## src/rtl/ictf_isqrt.sv

```systemverilog
// Bit-pair integer square root, one result bit per cycle.
module ictf_isqrt (
   input  logic        clock,
   input  logic        reset,
   input  logic        start,
   input  logic [31:0] radicand,
   output logic        done,
   output logic [16:0] root
);

   logic [33:0] rem_ff, rem_in;
   logic [16:0] root_ff, root_in;
   logic [31:0] src_ff, src_in;
   logic [4:0]  cnt_ff, cnt_in;
   logic        busy_ff, busy_in;
   logic [33:0] trial;
   logic [33:0] shifted;

   always_comb begin
      shifted = {rem_ff[31:0], src_ff[31:30]};
      trial   = {15'd0, root_ff[16:0], 2'b01};
      rem_in  = rem_ff;
      root_in = root_ff;
      src_in  = src_ff;
      cnt_in  = cnt_ff;
      busy_in = busy_ff;
      if (start) begin
         rem_in  = '0;
         root_in = '0;
         src_in  = radicand;
         cnt_in  = 5'd0;
         busy_in = 1'b1;
      end else if (busy_ff) begin
         src_in = {src_ff[29:0], 2'b00};
         if (shifted >= trial) begin
            rem_in  = shifted - trial;
            root_in = {root_ff[15:0], 1'b1};
         end else begin
            rem_in  = shifted;
            root_in = {root_ff[15:0], 1'b0};
         end
         cnt_in = cnt_ff + 5'd1;
         if (cnt_ff == 5'd15) busy_in = 1'b0;
      end
   end

   always_ff @(posedge clock) begin
      if (reset) begin
         busy_ff <= 1'b0;
         cnt_ff  <= '0;
      end else begin
         busy_ff <= busy_in;
         cnt_ff  <= cnt_in;
      end
      rem_ff  <= rem_in;
      root_ff <= root_in;
      src_ff  <= src_in;
   end

   assign done = busy_ff && (cnt_ff == 5'd15);
   assign root = root_in;

endmodule

```

## config.mk

```make
export PLATFORM = sky130hd
export DESIGN_NAME = ictf_isqrt
export DESIGN_NICKNAME = d
export VERILOG_FILES = /design/src/rtl/ictf_isqrt.sv
export SDC_FILE = /design/constraint.sdc
export NUM_CORES = 1
export LEC_CHECK = 0
export ABC_AREA = 1
export BUFFER_PORTS_ARGS = -buffer_cell sky130_fd_sc_hd__buf_2
export CAP_MARGIN = 20
export CORE_MARGIN = 2
export CORE_UTILIZATION = 53
export DETAILED_ROUTE_END_ITERATION = 12
export PLACE_DENSITY = 0.75
export SLEW_MARGIN = 10
export SYNTH_ARGS = -nofsm -noshare
export SYNTH_HDL_FRONTEND = slang
export SYNTH_SLANG_ARGS = --single-unit
```

## constraint.sdc

```tcl
create_clock -name clock -period 4.9 [get_ports clock]
set_clock_uncertainty 0.2 [all_clocks]
set_input_delay 1.47 -clock clock [delete_from_list [all_inputs] [get_ports clock]]
set_output_delay 1.47 -clock clock [all_outputs]
set_load 0.01 [all_outputs]
```

Word-level counts from Yosys, hierarchy flattened
Index checks and enable logic that the tools add are counted.
Widths: inputs -> output; s select.

cells by class
  add/subtract/negate cells = 2
  order comparisons = 1
  equality and inequality tests = 1
  muxes and demuxes = 9
  reductions and logical operators = 3

operators with widths
  kind                 count
  $mux 32              3
  $ge 34x19->1         1
  $mux 17              2
  $sub 32x19->32       1
  $add 5x1->5 const B  1
  $eq 5x4->1 const B   1
  $mux 1               4
  $reduce_bool 2->1    1
  $reduce_or 2->1      1
  $logic_and 1x1->1    1

storage, ports and cells
  register bits after elaboration = 87

Logic depth before layout (Yosys ltp)
  word-level depth = 4
  gate-level depth with buffers = 15

Least setup slack after synthesis
No wires, ideal clock.

  path type = input port to output port
  from = input start
  to = output root[10]
  data arrival time = 3,378 ps
  slack = -148 ps
  cell stages on the path = 5
  buffers on the path = 2
  cells stage by stage = clkbuf_1 nor2_1 clkinv_1 clkbuf_1 o22ai_1

on the way
  longest elaborated chain between the ends = 1

RTL lines
  item                line  RTL
  start: declaration  5     input logic start,
  $mux 17             27    if (start) begin
  end: declaration    8     output logic [16:0] root

Every way passes these cells.

Worst setup path in the final report
  from = register root_ff[8]
  to = output root[0]

on the way
  longest elaborated chain between the ends = 4

RTL lines
  item                      line  RTL
  start: declaration        12    logic [16:0] root_ff, root_in;
  start signal: assignment  56    root_ff <= root_in;
  $ge 34x19->1              35    if (shifted >= trial) begin
  $mux 1                    35
  $mux 17                   33    end else if (busy_ff) begin
  $mux 17                   27

Every way passes these cells.

==> results.sh <==
export IMPL_postSynthNetCount=910
export IMPL_io_pins=53
export IMPL_grt_max_degree=35
export IMPL_timing_reg2reg_setup_slack_ns=2.26
export IMPL_num_cts_buffers=9
export IMPL_drt_first_pass_iters=5
export IMPL_met3_wirelength_um=703
export IMPL_proportion_of_register_bits_with_asynchronous_set_or_reset_after_synthesis_pct=0
export IMPL_timing_critical_path_fanout_max=33
export IMPL_route_vias_total=5257
export IMPL_detailedRoute_firstIterationViolations=325
export IMPL_post_route_period_util_pct=91.2
export IMPL_number_of_antenna_violations_at_the_first_check_in_global_routing=0
export IMPL_path_clk_slew_ns=0.10
export IMPL_min_delay_worst_endpoint="rem_ff[31]"
export IMPL_worst_endpoint_required_ns=3.23
export IMPL_drc_viols=0
export IMPL_hold_bufs_inserted_after_cts=0
export IMPL_diodes=0
export IMPL_tightest_slew_ns=0.887
export IMPL_path_class="reg -> out"
export IMPL_slew_limit_headroom_pct=40.8
export IMPL_grt_util_all_layers_pct=25.6
export IMPL_timing_rr_end="rem_ff[18]"
export IMPL_synth_seq_cells=87
export IMPL_worst_skew_pair_late_latency_ns=0.39
export IMPL_die_width_um=107
export IMPL_cts_setup_buffers=0
export IMPL_routedLengthMet1_mm=6.28
export IMPL_cp_end_kind="output port"
export IMPL_cts_sink_cnt=87
export IMPL_core_area_sq_mm=0.0103
export IMPL_total_neg_setup_slack_ns=0
export IMPL_seq_area_frac_synth_pct=36.7
export IMPL_yosys_warnings=0
export IMPL_netlist_cell_type_count=37
export IMPL_wl_met2_mm=6.09
export IMPL_rsz_0062_raised_after_global_routing="no"
export IMPL_via_per_inst=5.04
export IMPL_synthToLayoutAreaGrowth_pct=9.85
export IMPL_number_of_cells_traversed_by_the_worst_register_to_register_path=12
export IMPL_final_max_slew_violation_count=0
export IMPL_hold_violations=0
export IMPL_achievable_frequency_ghz=0.224
export IMPL_grt_first_pass_wirelength_mm=23.0
export IMPL_cts_htree_levels=3
export IMPL_gp_routability_congestion=0.942
export IMPL_hp_class="reg -> reg"
export IMPL_fillers=991
export IMPL_worstReg2RegStart="root_ff[15]"
export IMPL_cts_root_buffer="clkbuf_8"
export IMPL_fraction_of_layout_cells_with_a_size_suffix_above_1_pct=13.2
export IMPL_post_synth_inst_count=854
export IMPL_dominantRegCellSynth="dfxtp_1"
export IMPL_critPathArrivalTime_ns=2.80
export IMPL_setup_violations=0
export IMPL_number_of_enable_flip_flop_cells_after_synthesis=32
export IMPL_avgSynthCellArea_sq_um=6.58
export IMPL_finalWorstPathRequiredPeriod_ns=4.47
export IMPL_starting_density_of_the_core_pct=54.4
export IMPL_overall_routed_net_length_mm=13.4
export IMPL_run_status="finished clean"
export IMPL_portBuffers=52
export IMPL_die_height_um=107
export IMPL_maxUsedRoutingLayer="met4"
export IMPL_syn_cell_area_sq_mm=0.00562
export IMPL_grt_pass1_vias=5071
export IMPL_globalRoute_totalOverflow=0
export IMPL_critical_path_startpoint_type="flip-flop"
export IMPL_die_outline_area_sq_mm=0.0114
export IMPL_cts_max_path_buffers=2
export IMPL_num_nets_final=958
export IMPL_placementRows=37
export IMPL_worstHoldStart="rem_ff[31]"
export IMPL_cts_resized=0
export IMPL_max_cap_viol=0
export IMPL_place_hpwl_mm=10.1
export IMPL_cts_tree="done"
export IMPL_count_of_nets_left_with_antenna_violations_after_detail_routing=0
export IMPL_holdPathStages=2
export IMPL_wl_per_cell_um=12.8
[placed cells by master, fill, tap and decap left out, types with 9 or more instances in the layout]
cell type,netlist,final
nand2_1,376,376
inv_1,121,121
nand3_1,70,70
dfxtp_1,55,55
buf_2,2,52
nor2_1,40,38
edfxtp_1,32,32
ha_1,21,21
nand2_2,19,19
o22ai_1,16,16
nor3_1,13,13
a21oi_1,12,12
clkbuf_8,0,9
[sequential cells by signal (all words and copies together) (netlist names)]
signal   cells
cnt_ff       5
rem_ff      32
src_ff      32
busy_ff      1
root_ff     17
[per-stage QoR]
step	std cells	instance area (sq um)	utilization (%)	hold slack, ns	setup WS (ns)
after global routing	1043	6170	59.8	0.287	0.214
after floorplan	854	5620	-	0.227	0.216
final	1043	6170	59.8	0.261	0.433
after CTS	1043	6170	59.8	0.261	0.434
after global placement	1027	5970	57.9	0.245	0.688
after detailed placement	1027	5970	57.9	0.244	0.659
[worst max-delay path, cell delays in order, from the launching register on]
cell	delay (ns)
dfxtp_1	0.32
inv_1	0.11
ha_1	0.39
nand2_1	0.11
inv_1	0.09
nand2_1	0.12
nor3_4	0.19
nand3_4	0.31
nand2_8	0.36
nand2_1	0.14
o21ai_0	0.12
buf_2	0.17
[per-layer routing]
metal	vias to the layer above	GRT usage [%]
li1	2740	-
met1	2356	34.2
met2	137	41.6
met3	24	3.77
met4	0	10.9
met5	-	0
[how the worst max path moves through the flow]
stage,from,end,slack (ns),depth (start not counted)
floorplan,start,root[10],0.22,5
CTS,root_ff[8],root[0],0.43,11
global route,rem_ff[16],root[0],0.21,12
finish,root_ff[8],root[0],0.43,11
detailed placement,start,root[16],0.66,5
global placement,start,root[16],0.69,5
[layout make-up]
cell class	count	area [sq um]	share of cell area (%)
Multi-Input combinational cell	615	2940	47.6
Tap cell	136	170	2.76
Clock buffer	10	128	2.07
Clock inverter	6	68.8	1.12
Sequential cell	87	2060	33.4
Timing Repair Buffer	60	320	5.19
Inverter	129	484	7.85
[logic make-up after synthesis]
family | count (synthesis) | synth area share (%)
AND/OR/NAND/NOR | 546 | 41.8
flip-flops | 87 | 36.7
AO/OA/AOI/OAI | 38 | 4.12
XOR/XNOR | 10 | 1.56
buffers and inverters | 152 | 11.1
adder cells (fa/ha/maj) | 21 | 4.68
[synthesized netlist by cell type, types with 2 or more instances]
| cell | instances | share of area (%) |
|---|---|---|
| nand2_1 | 376 | 25 |
| inv_1 | 121 | 8.1 |
| nand3_1 | 70 | 6.2 |
| dfxtp_1 | 55 | 20 |
| nor2_1 | 40 | 2.7 |
| edfxtp_1 | 32 | 17 |
| ha_1 | 21 | 4.7 |
| nand2_2 | 19 | 2.1 |
| o22ai_1 | 16 | 1.8 |
| clkbuf_1 | 14 | 0.94 |
| nor3_1 | 13 | 1.2 |
| a21oi_1 | 12 | 1.1 |
| xor2_1 | 8 | 1.2 |
| inv_2 | 7 | 0.47 |
| nand3b_1 | 6 | 0.80 |
| nand4_1 | 6 | 0.67 |
| nor2_2 | 5 | 0.56 |
| o21ai_0 | 5 | 0.45 |
| buf_4 | 3 | 0.40 |
| buf_6 | 3 | 0.60 |
| nor2_4 | 3 | 0.60 |
| a211oi_1 | 2 | 0.27 |
| buf_2 | 2 | 0.18 |
| xnor2_1 | 2 | 0.31 |
Power is left out: the tool's default activity adds up to more than one toggle a clock period on the data nets, which glitch-free logic cannot reach.
