===== config.mk =====
export PLATFORM = sky130hd
export DESIGN_NAME = ictf_blend
export DESIGN_NICKNAME = d
export VERILOG_FILES = /design/src/rtl/ictf_pkg.sv /design/src/rtl/ictf_blend.sv
export SDC_FILE = /design/constraint.sdc
export NUM_CORES = 2
export LEC_CHECK = 0
export ABC_AREA = 1
export BUFFER_PORTS_ARGS = -buffer_cell sky130_fd_sc_hd__clkbuf_2
export CORE_MARGIN = 1
export CORE_UTILIZATION = 40
export DETAILED_ROUTE_END_ITERATION = 8
export HOLD_SLACK_MARGIN = 0.06
export SETUP_SLACK_MARGIN = 0.1
export SYNTH_ARGS = -nofsm -noshare
export SYNTH_HDL_FRONTEND = slang
export SYNTH_SLANG_ARGS = --single-unit

===== constraint.sdc =====
create_clock -name clock -period 18.9 [get_ports clock]
set_input_delay 1.89 -clock clock [delete_from_list [all_inputs] [get_ports clock]]
set_output_delay 1.89 -clock clock [all_outputs]
set_load 0.01 [all_outputs]

===== src/rtl/ictf_pkg.sv =====
// Package: shared constants, types and helpers for the complementary tilt filter.
package ictf_pkg;

   localparam int CordicSteps   = 16;
   localparam int StateFracBits = 20;
   localparam int CsrIdxW       = 2;

   localparam logic [CsrIdxW-1:0] CSR_GYRO_OFFSET_X = 2'd0;
   localparam logic [CsrIdxW-1:0] CSR_GYRO_OFFSET_Y = 2'd1;
   localparam logic [CsrIdxW-1:0] CSR_ROLL_WEIGHT   = 2'd2;
   localparam logic [CsrIdxW-1:0] CSR_PITCH_WEIGHT  = 2'd3;

   localparam logic [15:0] WeightReset = 16'd62915;
   localparam logic signed [33:0] PiQ30 = 34'sd3373259426;
   localparam logic [19:0] RateK  = 20'd572224;
   localparam logic [25:0] DeltaK = 26'd37501260;

   typedef enum logic [2:0] {
      ST_IDLE,
      ST_SQRT,
      ST_CORDIC,
      ST_STEP,
      ST_BLEND,
      ST_DONE
   } state_type;

   // atan(2^-i) in Q30
   function automatic logic [29:0] atan_q30(input logic [4:0] i);
      case (i)
         5'd0:  atan_q30 = 30'd843314857;
         5'd1:  atan_q30 = 30'd497837829;
         5'd2:  atan_q30 = 30'd263043837;
         5'd3:  atan_q30 = 30'd133525159;
         5'd4:  atan_q30 = 30'd67021687;
         5'd5:  atan_q30 = 30'd33543516;
         5'd6:  atan_q30 = 30'd16775851;
         5'd7:  atan_q30 = 30'd8388437;
         5'd8:  atan_q30 = 30'd4194283;
         5'd9:  atan_q30 = 30'd2097149;
         5'd10: atan_q30 = 30'd1048576;
         5'd11: atan_q30 = 30'd524288;
         5'd12: atan_q30 = 30'd262144;
         5'd13: atan_q30 = 30'd131072;
         5'd14: atan_q30 = 30'd65536;
         5'd15: atan_q30 = 30'd32768;
         5'd16: atan_q30 = 30'd16384;
         5'd17: atan_q30 = 30'd8192;
         5'd18: atan_q30 = 30'd4096;
         5'd19: atan_q30 = 30'd2048;
         5'd20: atan_q30 = 30'd1024;
         5'd21: atan_q30 = 30'd512;
         5'd22: atan_q30 = 30'd256;
         5'd23: atan_q30 = 30'd128;
         default: atan_q30 = 30'd0;
      endcase
   endfunction

endpackage


===== src/rtl/ictf_blend.sv =====
// Merge stage: gyro step, weighted blend, state update, output rounding and rate scaling.
module ictf_blend #(
   parameter int STATE_FRAC_BITS = ictf_pkg::StateFracBits
) (
   input  logic                           clock,
   input  logic                           reset,
   input  logic [2:0]                     phase,
   input  logic signed [16:0]             corr,
   input  logic [7:0]                     ms,
   input  logic signed [34:0]             accel_q30,
   input  logic [15:0]                    weight,
   output logic signed [15:0]             angle_out,
   output logic signed [15:0]             rate_out
);

   localparam int SW = STATE_FRAC_BITS + 4;
   localparam int AccShift = 30 - STATE_FRAC_BITS;
   localparam int StepShift = 48 - STATE_FRAC_BITS;
   localparam int OutShift = STATE_FRAC_BITS - 13;

   // phase 0: cms = corr*ms ; 1: step = cms*DeltaK ; 2: prod1 ; 3: prod2 ; 4: sum, update
   logic signed [24:0] cms_ff;
   logic signed [51:0] stp_ff;
   logic signed [SW+1:0] stepr;
   logic signed [SW+1:0] accr;
   logic signed [SW+19:0] p1_ff, p2_ff;
   logic signed [SW+20:0] sum;
   logic signed [SW+4:0]  bl;
   logic signed [SW-1:0]  est_ff, est_in;
   logic signed [SW-1:0]  lim_hi, lim_lo;
   logic signed [36:0]    rate_prod;
   logic signed [16:0]    rate_r;
   logic signed [SW-OutShift+1:0] ang_r;
   logic signed [51:0]    step_full;

   always_comb begin
      step_full = (stp_ff + (52'sd1 <<< (StepShift - 1))) >>> StepShift;
      stepr = (SW+2)'(step_full);
      if (AccShift == 0) accr = (SW+2)'(accel_q30);
      else accr = (SW+2)'((accel_q30 + (35'sd1 <<< (AccShift - 1))) >>> AccShift);
      sum = (SW+21)'(p1_ff) + (SW+21)'(p2_ff) + (SW+21)'(33'sd32768);
      bl  = (SW+5)'(sum >>> 16);
      lim_hi = {1'b0, {(SW-1){1'b1}}};
      lim_lo = {1'b1, {(SW-1){1'b0}}};
      est_in = est_ff;
      if (phase == 3'd4) begin
         if (bl > (SW+5)'(lim_hi)) est_in = lim_hi;
         else if (bl < (SW+5)'(lim_lo)) est_in = lim_lo;
         else est_in = SW'(bl);
      end
      rate_prod = 37'(corr) * 37'(signed'({1'b0, ictf_pkg::RateK}));
      rate_r = 17'((rate_prod + 37'sd524288) >>> 20);
      if (rate_r > 17'sd32767) rate_out = 16'sh7fff;
      else if (rate_r < -17'sd32768) rate_out = 16'sh8000;
      else rate_out = 16'(rate_r);
      if (OutShift == 0) ang_r = (SW-OutShift+2)'(est_ff);
      else ang_r = (SW-OutShift+2)'(((SW+1)'(est_ff) + ((SW+1)'(1) <<< (OutShift - 1)))
                                    >>> OutShift);
      if (ang_r > (SW-OutShift+2)'(32767)) angle_out = 16'sh7fff;
      else if (ang_r < -(SW-OutShift+2)'(32768)) angle_out = 16'sh8000;
      else angle_out = 16'(ang_r);
   end

   always_ff @(posedge clock) begin
      if (reset) begin
         est_ff <= '0;
      end else begin
         est_ff <= est_in;
      end
      case (phase)
         3'd0: cms_ff <= 25'(corr) * 25'(signed'({1'b0, ms}));
         3'd1: stp_ff <= 52'(cms_ff) * 52'(signed'({1'b0, ictf_pkg::DeltaK}));
         3'd2: p1_ff <= (SW+20)'(((SW+20)'(est_ff) + (SW+20)'(stepr)) *
                                 (SW+20)'(signed'({1'b0, weight})));
         3'd3: p2_ff <= (SW+20)'((SW+20)'(accr) *
                                 (SW+20)'(signed'(18'd65536 - {2'b0, weight})));
         default: ;
      endcase
   end

endmodule


======== Word-level counts from Yosys, hierarchy flattened ========
Index checks and enable logic that the tools add are counted.
storage, ports and cells
  register bits ........................... 184
  latch bits .............................. 0
  memory bits (writable) .................. 0
  memory bits (read-only) ................. 0
  bits of input ports ..................... 81
  memories ................................ 0
cells by class
  $add $sub $neg .......................... 8
  multiply operators ...................... 5
  div/mod/pow operators ................... 0
  $lt $le $gt $ge ......................... 6
  eq/ne operators ......................... 4
  shifts and indexed selects .............. 0
  multiplexer cells ....................... 6
  bitwise operators ....................... 0
  reduce and logical (&&, ||, !) cells .... 1
operators with widths
  cell                    count
  $mux 16                 4
  $add 52x29->52 const B  1
  $mul 25x25->50 const B  1
  $mux 24                 2
  $add 45x17->45 const B  1
  $add 42x43->44          1
  $mul 25x18->43          1
  $mul 25x17->42          1
  $add 37x21->37 const B  1
  $add 35x11->35 const B  1
  $mul 17x15->31 const B  1
  $gt 29x24->1 const B    1
  $lt 29x24->1 const B    1
  $add 24x24->25          1
  $add 24x8->25 const B   1
  $mul 17x9->25           1
  $gt 18x16->1 const B    1
  $lt 18x16->1 const B    1
  $sub 17x16->18 const A  1
  $gt 17x16->1 const B    1
  $lt 17x16->1 const B    1
  $eq 3x2->1 const B      2
  $eq 3x1->1 const B      1
  $eq 3x3->1 const B      1
  $logic_not 3->1         1

======== Longest topological paths before layout ========
  word-level depth ........................ 5
  mapped depth ............................ 50

======== Worst setup path before layout ========
No wires, ideal clock.
  path kind ............................... in2out
  start point ............................. input port corr[15]
  end point ............................... output port rate_out[5]
  arrival ................................. 7.405 ns
  data required time ...................... 17.010 ns
  slack ................................... 9.605 ns
  stages on the path ...................... 24
  buffers on the path ..................... 2
  cell sequence ........................... clkbuf_1 > inv_1 > ha_1 > fa_1 > inv_1 > fa_1 > fa_1 > fa_1 > fa_1 > ha_1 > a21oi_1 > o21ai_0 > a21oi_1 > nand3_1 > a21o_1 > xor2_1 > inv_1 > nor2_1 > nand2_1 > nand3b_1 > xor2_1 > nand2_1 > buf_4 > a21oi_1
between the ends
  word-level cells in the longest chain between the ends .. 5
ends and longest elaborated chain
  item              line              RTL
  start, declared   ictf_blend.sv:8   input logic signed [16:0] corr,
  $mul 17x15->31 *  ictf_blend.sv:51  rate_prod = 37'(corr) * 37'(signed'({1'b0, ictf_pkg::RateK}));
  $add 37x21->37 *  ictf_blend.sv:52  rate_r = 17'((rate_prod + 37'sd524288) >>> 20);
  $lt 17x16->1      ictf_blend.sv:54  else if (rate_r < -17'sd32768) rate_out = 16'sh8000;
  $mux 16           ictf_blend.sv:54
  $mux 16 *         ictf_blend.sv:53  if (rate_r > 17'sd32767) rate_out = 16'sh7fff;
  end, declared     ictf_blend.sv:13  output logic signed [15:0] rate_out
Mark *: on every way between the ends. The rest lies on a longest branch, timed or not.

======== Worst setup path in the final report ========
  start point ............................. register stp_ff[29]
  end point ............................... register p1_ff[41] (netlist name)
between the ends
  word-level cells in the longest chain between the ends .. 3
ends and longest elaborated chain
  item                    line              RTL
  start, declared         ictf_blend.sv:23  logic signed [51:0] stp_ff;
  start signal, assigned  ictf_blend.sv:72  3'd1: stp_ff <= 52'(cms_ff) * 52'(signed'({1'b0, ictf_pkg::DeltaK}));
  $add 52x29->52          ictf_blend.sv:37  step_full = (stp_ff + (52'sd1 <<< (StepShift - 1))) >>> StepShift;
  $add 24x24->25          ictf_blend.sv:73  3'd2: p1_ff <= (SW+20)'(((SW+20)'(est_ff) + (SW+20)'(stepr)) *
  $mul 25x17->42          ictf_blend.sv:73
No other way between the ends.
A chain may end at the register's enable or synchronous reset.

==> metrics.txt <==
Die Ht=approximately 400 um; CTS Buf Count=17; later-pin clock latency in the skew report=~0.48 ns; final setup fails=0; average cell area after synthesis=approximately 8.1 um2; vias in the first global route=around 51k; Sink Count=~160; final hold slack=between 0.5 and 0.6 ns; Avg WL per Cell=roughly 17 um; Initial DRC Count=between 2k and 3k; Seq/Total Area, Yosys=0.0716; # IOs=113; Root Buffer=clkbuf_16; DRC=0; area delta synth->final=5.40%; endpoints failing hold=0; Post-CTS Repair Setup Buffers=0; drt first pass iters=6; Top FF cell, synth=edfxtp_1; worst min path class=reg -> reg; die area=160000 um2; post-detail-place hpwl=roughly 140 mm; minimum clock period=roughly 11 ns; crit path DAT=between 10 and 15 ns; IO buf count=a little over 100; Async SR Flop Fraction=0; most frequent CP cell=inv_1; routed via count=~49k; Setup WS pre-CTS=about 8.2 ns; synth top area cells=fa_1 39%, ha_1 15%, inv_1 12%; CP required=around 19 ns; cell taking the most area after synthesis=fa_1; initial antenna violation count=4; Placed Cells incl. Taps=slightly below 10k; Worst path slowest cell=xor2_1; Rows=about 150; Antenna Cells=0; clk buf depth=2; H-tree depth=4; Slew HR=0.166; critical path endpoint category=flop; Global Route Usage Sum=0.218; vias per cell=between 4 and 5; Slew Viols, Final=0; core box area=between 150000 and 200000 um2; kind of start point of the critical path=flop; fmax=between 90 and 100 MHz; final clock skew=between 0.015 and 0.02 ns; status=finished, final reports clean; CP max stage delay=slightly below 1 ns; Synthesis Warnings=0; most frequent cell after synthesis=inv_1; CP Max Fanout=9; largest net degree at the start of global routing=between 40 and 50; Post-Syn Area=63300 um2; Final Worst Setup Slack=~8.1 ns; CTS tree=done; nets=slightly below 10k; starting density of the core=0.404; share of cells above drive strength 1=0.0475; RSZ-0062 raised after global routing=false; max-cap viol count=0; Syn Nets=between 9k and 10k; Synth top cells by count=2057 x inv_1, 1425 x nand2_1, 1234 x fa_1, 743 x ha_1, 636 x nor2_1; Routed Antenna Nets=0; Crit Path Category=reg -> reg; Chip Width=roughly 400 um; synthesized flop and latch total=approximately 160; setup_tns=0 ns; post-synth top area share=0.390; CTS resizes=0; first-pass GRT wire length=275 mm; clk slew on worst S/H paths=approximately 0.090 ns; post-cts hold buffer count=0; Post-synth EDFFs=around 140; Cells after Synth=7773; Synth cell types=between 60 and 70; Layout Cells excl Fill=9845; Slew @ Worst Pin=1.25 ns; Tcrit/Tclk final=0.573; WL final=roughly 170 mm; GP Congestion=just over 0.9; total grt overflow=0
## state kept, by name (all words and copies together) (netlist names)
signal and count:
cms_ff 25, p1_ff 42, est_ff 24, stp_ff 25, p2_ff 43
## area by class of cell
class / count / area, um2
Fill cell: 15843 / 90000
Multi-Input combinational cell: 5366 / 50300
Inverter: 2085 / 7830
Sequential cell: 159 / 4530
Tap cell: 2058 / 2570
Timing Repair Buffer: 145 / 831
Clock buffer: 17 / 425
Clock inverter: 15 / 215
## metrics by stage
step | cell area [um2] | util
after floorplan | 63300 | -
after global placement | 66100 | 0.422
after detailed placement | 66100 | 0.422
after CTS | 66700 | 0.426
after global routing | 66700 | 0.426
final | 66700 | 0.426
## cell families (layout without fill, tap and decap cells)
group	count (synthesis)	count (layout)	synth area share
simple gates	2507	2507	0.164
buf+inv	2248	2262	0.134
fa+ha+maj	1977	1977	0.537
compound gates	595	595	0.0534
xor+xnor	287	287	0.0397
flops	159	159	0.0716
## worst paths after layout
check,startpoint,to,slack [ns],cells past startpoint
worst min register to register,est_ff[0],est_ff[0],0.57,2
worst min-delay path,est_ff[0],est_ff[0],0.57,2
worst max-delay path,stp_ff[29],p1_ff[41],8.08,42
worst max register to register,stp_ff[29],p1_ff[41],8.08,42
## worst max-delay path: cells and delay by family, from the launching register on
family / cells / cell delay, ns
AOI/OAI and AO/OA: 10 / 2.00
buffers and inverters: 9 / 1.14
adders and majority gates: 8 / 3.66
xor gates and xnor gates: 3 / 1.28
DFF: 1 / 0.40
and+or+nand+nor: 12 / 2.05
## layout by cell type, fill, tap and decap left out, drive strengths merged, types with 135 or more instances in the layout
master / Yosys / routed
xor2: 177 / 177
a21oi: 293 / 293
fa: 1234 / 1234
ha: 743 / 743
nor2: 658 / 658
inv: 2071 / 2081
o21ai: 180 / 180
nand3: 168 / 168
edfxtp: 135 / 135
nand2: 1477 / 1477
## layer usage
| layer | share of wire | up-vias | track usage |
|---|---|---|---|
| met3 | 0.049 | 159 | 0.0166 |
| met1 | 0.44 | 24290 | 0.297 |
| met2 | 0.49 | 1107 | 0.376 |
| li1 | - | 23128 | - |
| met4 | 0.020 | 6 | 0.0453 |
| met5 | 0.00027 | - | 0 |
Power is not shown: default switching activity piles up to over one toggle a cycle in this logic, so the estimate is an artifact.
